--- src/rtl/psenum_pkg.sv ---
`timescale 1ns / 1ps

package psenum_pkg;

  // character store geometry
  localparam int MaxChars = 512;
  localparam int AddrW    = $clog2(MaxChars);
  localparam int CntW     = AddrW + 1;

  // output field widths
  localparam int StartW = 9;
  localparam int LenW   = 10;

  // action codes
  localparam logic [1:0] ActClear  = 2'd0;
  localparam logic [1:0] ActAppend = 2'd1;
  localparam logic [1:0] ActFetch  = 2'd2;

  // controller to datapath commands
  typedef struct packed {
    logic clear;
    logic append;
    logic next_len;
    logic begin_test;
    logic rd;
    logic step;
    logic emit;
    logic hit;
  } ps_cmd_t;

  // datapath to controller status
  typedef struct packed {
    logic len_ok;
    logic start_ok;
    logic ptr_done;
    logic chars_eq;
    logic out_free;
  } ps_stat_t;

endpackage

--- src/rtl/psenum_ctrl.sv ---
`timescale 1ns / 1ps

module psenum_ctrl (
  input  logic                 clk_i,
  input  logic                 rst_ni,
  input  logic                 in_valid_i,
  input  logic [1:0]           action_i,
  input  psenum_pkg::ps_stat_t stat_i,
  output psenum_pkg::ps_cmd_t  cmd_o,
  output logic                 busy_o
);
  import psenum_pkg::*;

  typedef enum logic [2:0] {
    StIdle,
    StScan,
    StTest,
    StCmp,
    StEmit
  } state_e;

  state_e state_q, state_d;
  logic   busy_q, busy_d;
  logic   hit_q, hit_d;

  // next state and commands
  always_comb begin
    state_d = state_q;
    busy_d  = busy_q;
    hit_d   = hit_q;
    cmd_o   = '0;
    unique case (state_q)
      StIdle: begin
        if (in_valid_i) begin
          case (action_i)
            ActClear:  cmd_o.clear = 1'b1;
            ActAppend: cmd_o.append = 1'b1;
            ActFetch: begin
              state_d = StScan;
              busy_d  = 1'b1;
            end
            default: ;
          endcase
        end
      end
      StScan: begin
        if (!stat_i.len_ok) begin
          hit_d   = 1'b0;
          state_d = StEmit;
        end else if (!stat_i.start_ok) begin
          cmd_o.next_len = 1'b1;
        end else begin
          cmd_o.begin_test = 1'b1;
          state_d          = StTest;
        end
      end
      StTest: begin
        if (stat_i.ptr_done) begin
          hit_d   = 1'b1;
          state_d = StEmit;
        end else begin
          cmd_o.rd = 1'b1;
          state_d  = StCmp;
        end
      end
      StCmp: begin
        if (stat_i.chars_eq) begin
          cmd_o.step = 1'b1;
          state_d    = StTest;
        end else begin
          state_d = StScan;
        end
      end
      StEmit: begin
        cmd_o.hit = hit_q;
        if (stat_i.out_free) begin
          cmd_o.emit = 1'b1;
          busy_d     = 1'b0;
          state_d    = StIdle;
        end
      end
      default: state_d = StIdle;
    endcase
  end

  // state and registered outputs
  always_ff @(posedge clk_i or negedge rst_ni) begin
    if (!rst_ni) begin
      state_q <= StIdle;
      busy_q  <= 1'b0;
      hit_q   <= 1'b0;
    end else begin
      state_q <= state_d;
      busy_q  <= busy_d;
      hit_q   <= hit_d;
    end
  end

  assign busy_o = busy_q;

endmodule

--- config.mk ---
export PLATFORM = sky130hd
export DESIGN_NAME = psenum_ctrl
export DESIGN_NICKNAME = d
export VERILOG_FILES = /design/src/rtl/psenum_pkg.sv /design/src/rtl/psenum_ctrl.sv
export SDC_FILE = /design/constraint.sdc
export NUM_CORES = 1
export LEC_CHECK = 0
export ABC_AREA = 1
export BUFFER_PORTS_ARGS = -buffer_cell sky130_fd_sc_hd__clkbuf_2
export CAP_MARGIN = 10
export CORE_AREA = 2 2 39 41
export DETAILED_ROUTE_END_ITERATION = 12
export DIE_AREA = 0 0 41 43
export HOLD_SLACK_MARGIN = 0.03
export PLACE_DENSITY = 0.53
export RECOVER_POWER = 100
export SLEW_MARGIN = 20
export SYNTH_ARGS = -nofsm -noshare
export SYNTH_HDL_FRONTEND = slang
export SYNTH_SLANG_ARGS = --single-unit
--- constraint.sdc ---
create_clock -name clk_i -period 1.75 [get_ports clk_i]
set_input_delay 0.0875 -clock clk_i [delete_from_list [all_inputs] [get_ports clk_i]]
set_output_delay 0.0875 -clock clk_i [all_outputs]
set_load 0.03 [all_outputs]
==> flow_metrics.env <==
export IMPL_holdPathEnd="hit_q"
export IMPL_grt_antenna_before_repair=0
export IMPL_setup_viol=0
export IMPL_mostFrequentLayoutCells="nand2_1 (16), clkbuf_2 (13), nand3_1 (11)"
export IMPL_synth_cells=61
export IMPL_clockBufferDepth=2
export IMPL_grt_pass1_wl_um=1450
export IMPL_min_from="stat_i[2]"
export IMPL_final_area_sq_um=532
export IMPL_totalPowerFinal_mw=0.751
export IMPL_clock_latency_ps=240
export IMPL_grt_usage=0.131
export IMPL_final_common_cell="nand2_1"
export IMPL_wl_per_cell_um=9.45
export IMPL_rows=14
export IMPL_fin_setup_tns_ps=0
export IMPL_yosysUniqueCellTypes=14
export IMPL_start_util=0.287
export IMPL_dr_first_iter_drc_count=3
export IMPL_finalCritPeriodShare=0.901
export IMPL_ys_warn_count=0
export IMPL_hold_violations=0
export IMPL_fin_skew_ps=6.46
export IMPL_drv_cap=0
export IMPL_leakage_nw=0.312
export IMPL_die_area_sq_um=1760
export IMPL_synth_area_per_cell_sq_um=6.50
export IMPL_max_slew_margin_rel=0.756
export IMPL_use_met2=0.175
export IMPL_clock_sinks=5
export IMPL_die_width_um=41
export IMPL_cts_hold_buf=1
export IMPL_clk_pin_slew_ps=50
export IMPL_rsz0062_at_grt="no"
export IMPL_cts_tree="done"
export IMPL_viasPerCell=4.54
export IMPL_synthToLayoutAreaGrowth_pct=34.1
export IMPL_crit_start="state_q[1]"
export IMPL_routabilityCongestion=0.776
export IMPL_drt_pass1_iter_count=4
export IMPL_io_buffer_count=18
export IMPL_placed_cells=95
export IMPL_ant_nets=0
export IMPL_hold_class="in -> reg"
export IMPL_rr_worst_depth=5
export IMPL_die_h_um=43
export IMPL_syn_num_nets=71
export IMPL_yosysSeqAreaShare=0.315
export IMPL_grt_max_degree=11
export IMPL_synth_seq_cells=5
export IMPL_startpoint_type="flip-flop"
export IMPL_critPathCaptureType="output port"
export IMPL_core_area_sq_um=1380
export IMPL_postCtsSetupBuffers=0
export IMPL_grt_ovfl_total=0
export IMPL_cts_made_buffers=3
export IMPL_grt_util_met3=0.0471
export IMPL_fill_cells=167
export IMPL_hold_path_cell_count=3
export IMPL_fin_ws_ps=173
export IMPL_nNetsFinal=95
export IMPL_fmax_mhz=634
export IMPL_num_vias=454
export IMPL_final_cells=100
export IMPL_grt_pass1_vias=363
export IMPL_root_buffer="clkbuf_4"
export IMPL_dpl_hpwl_um=798
export IMPL_drv_slew=0
export IMPL_tightest_slew_ps=368
export IMPL_boundaryPins=19
export IMPL_grtUsageMet1=0.154
export IMPL_cts_resized=0
export IMPL_status="completed"
export IMPL_fin_crit_ps=1580
export IMPL_ff2ff_setup_slack_ps=510
export IMPL_worst_ep_required_time_ps=1660
export IMPL_ir_worst_vdd_mv=0.478
export IMPL_arrival_ps=1490
export IMPL_path_class="reg -> out"
export IMPL_top_usage_layer="met2"
export IMPL_antennaDiodeCount=0
export IMPL_routed_wl_um=945
export IMPL_powerDensity_nw_per_um2=1410
export IMPL_critPathMaxFanout=8
export IMPL_drive_gt1_frac=0.238
export IMPL_cts_max_level=1
export IMPL_netlist_area_sq_um=397
export IMPL_r2r_end="hit_q"
export IMPL_preCtsSetupSlack_ps=441
export IMPL_drc=0
export IMPL_r2r_start="state_q[2]"
export IMPL_dpl_cell_area_sq_um=507
-- cell usage after synthesis --
cell type  number  share of area
nand2_1        15           0.14
nand3_1        11           0.14
inv_1           8          0.076
nor2_1          8          0.076
dfrtp_1         5           0.32
nand4_1         4          0.063
inv_2           2          0.019
nor4_1          2          0.032
clkinv_1        1         0.0095
nand2_2         1          0.016
nand3_2         1          0.025
nand3_4         1          0.044
nor2_2          1          0.016
nor2_4          1          0.028
-- power breakdown --
part	leakage (nW)	switching (mW)	internal [mW]
Combinational	0.232	0.274	0.128
Clock	0.0150	0.0483	0.0863
Sequential	0.0650	0.0555	0.159
-- metal layers --
layer | vias up | part of all wire
met2 | 7 | 0.50
met3 | 0 | 0.029
met1 | 200 | 0.47
met4 | 0 | 0
met5 | - | 0
li1 | 247 | -
-- worst max path at each step --
stage	slack [ps]	end
CTS	180	cmd_o[6]
detailed placement	440	cmd_o[6]
floorplan	8	cmd_o[6]
global route	30	cmd_o[7]
global placement	470	cmd_o[6]
finish	170	cmd_o[6]
-- kinds of logic (layout without fill, tap and decap cells) --
group | Yosys count | after routing | synth area share
buffers and inverters | 11 | 34 | 0.104
and+or+nand+nor | 45 | 45 | 0.580
DFF | 5 | 5 | 0.315
-- registers in the layout, indices dropped and copies added, names as in the netlist --
name	flops
busy_o	1
state_q	3
hit_q	1
-- stage by stage --
stage	utilization	hold slack, ps
after floorplan	-	-208
after global placement	0.366	-90.0
after detailed placement	0.366	-86.1
after CTS	0.392	109
after global routing	0.384	116
final	0.384	109
-- critical path, cell delays in order, from the launching register on --
cell      delay (ps)
dfrtp_1          460
nor2_4           240
nand2_1          120
nor4_1           180
clkbuf_2         250
-- cell type report --
type | instances | area, sq um | area share
multi-input combinational | 45 | 225 | 0.424
sequential | 5 | 125 | 0.235
timing repair buffer | 19 | 93.8 | 0.176
inverter | 11 | 41.3 | 0.0776
clock buffer | 4 | 26.3 | 0.0494
tap | 16 | 20.0 | 0.0376
(Power assumes the default switching activity.)
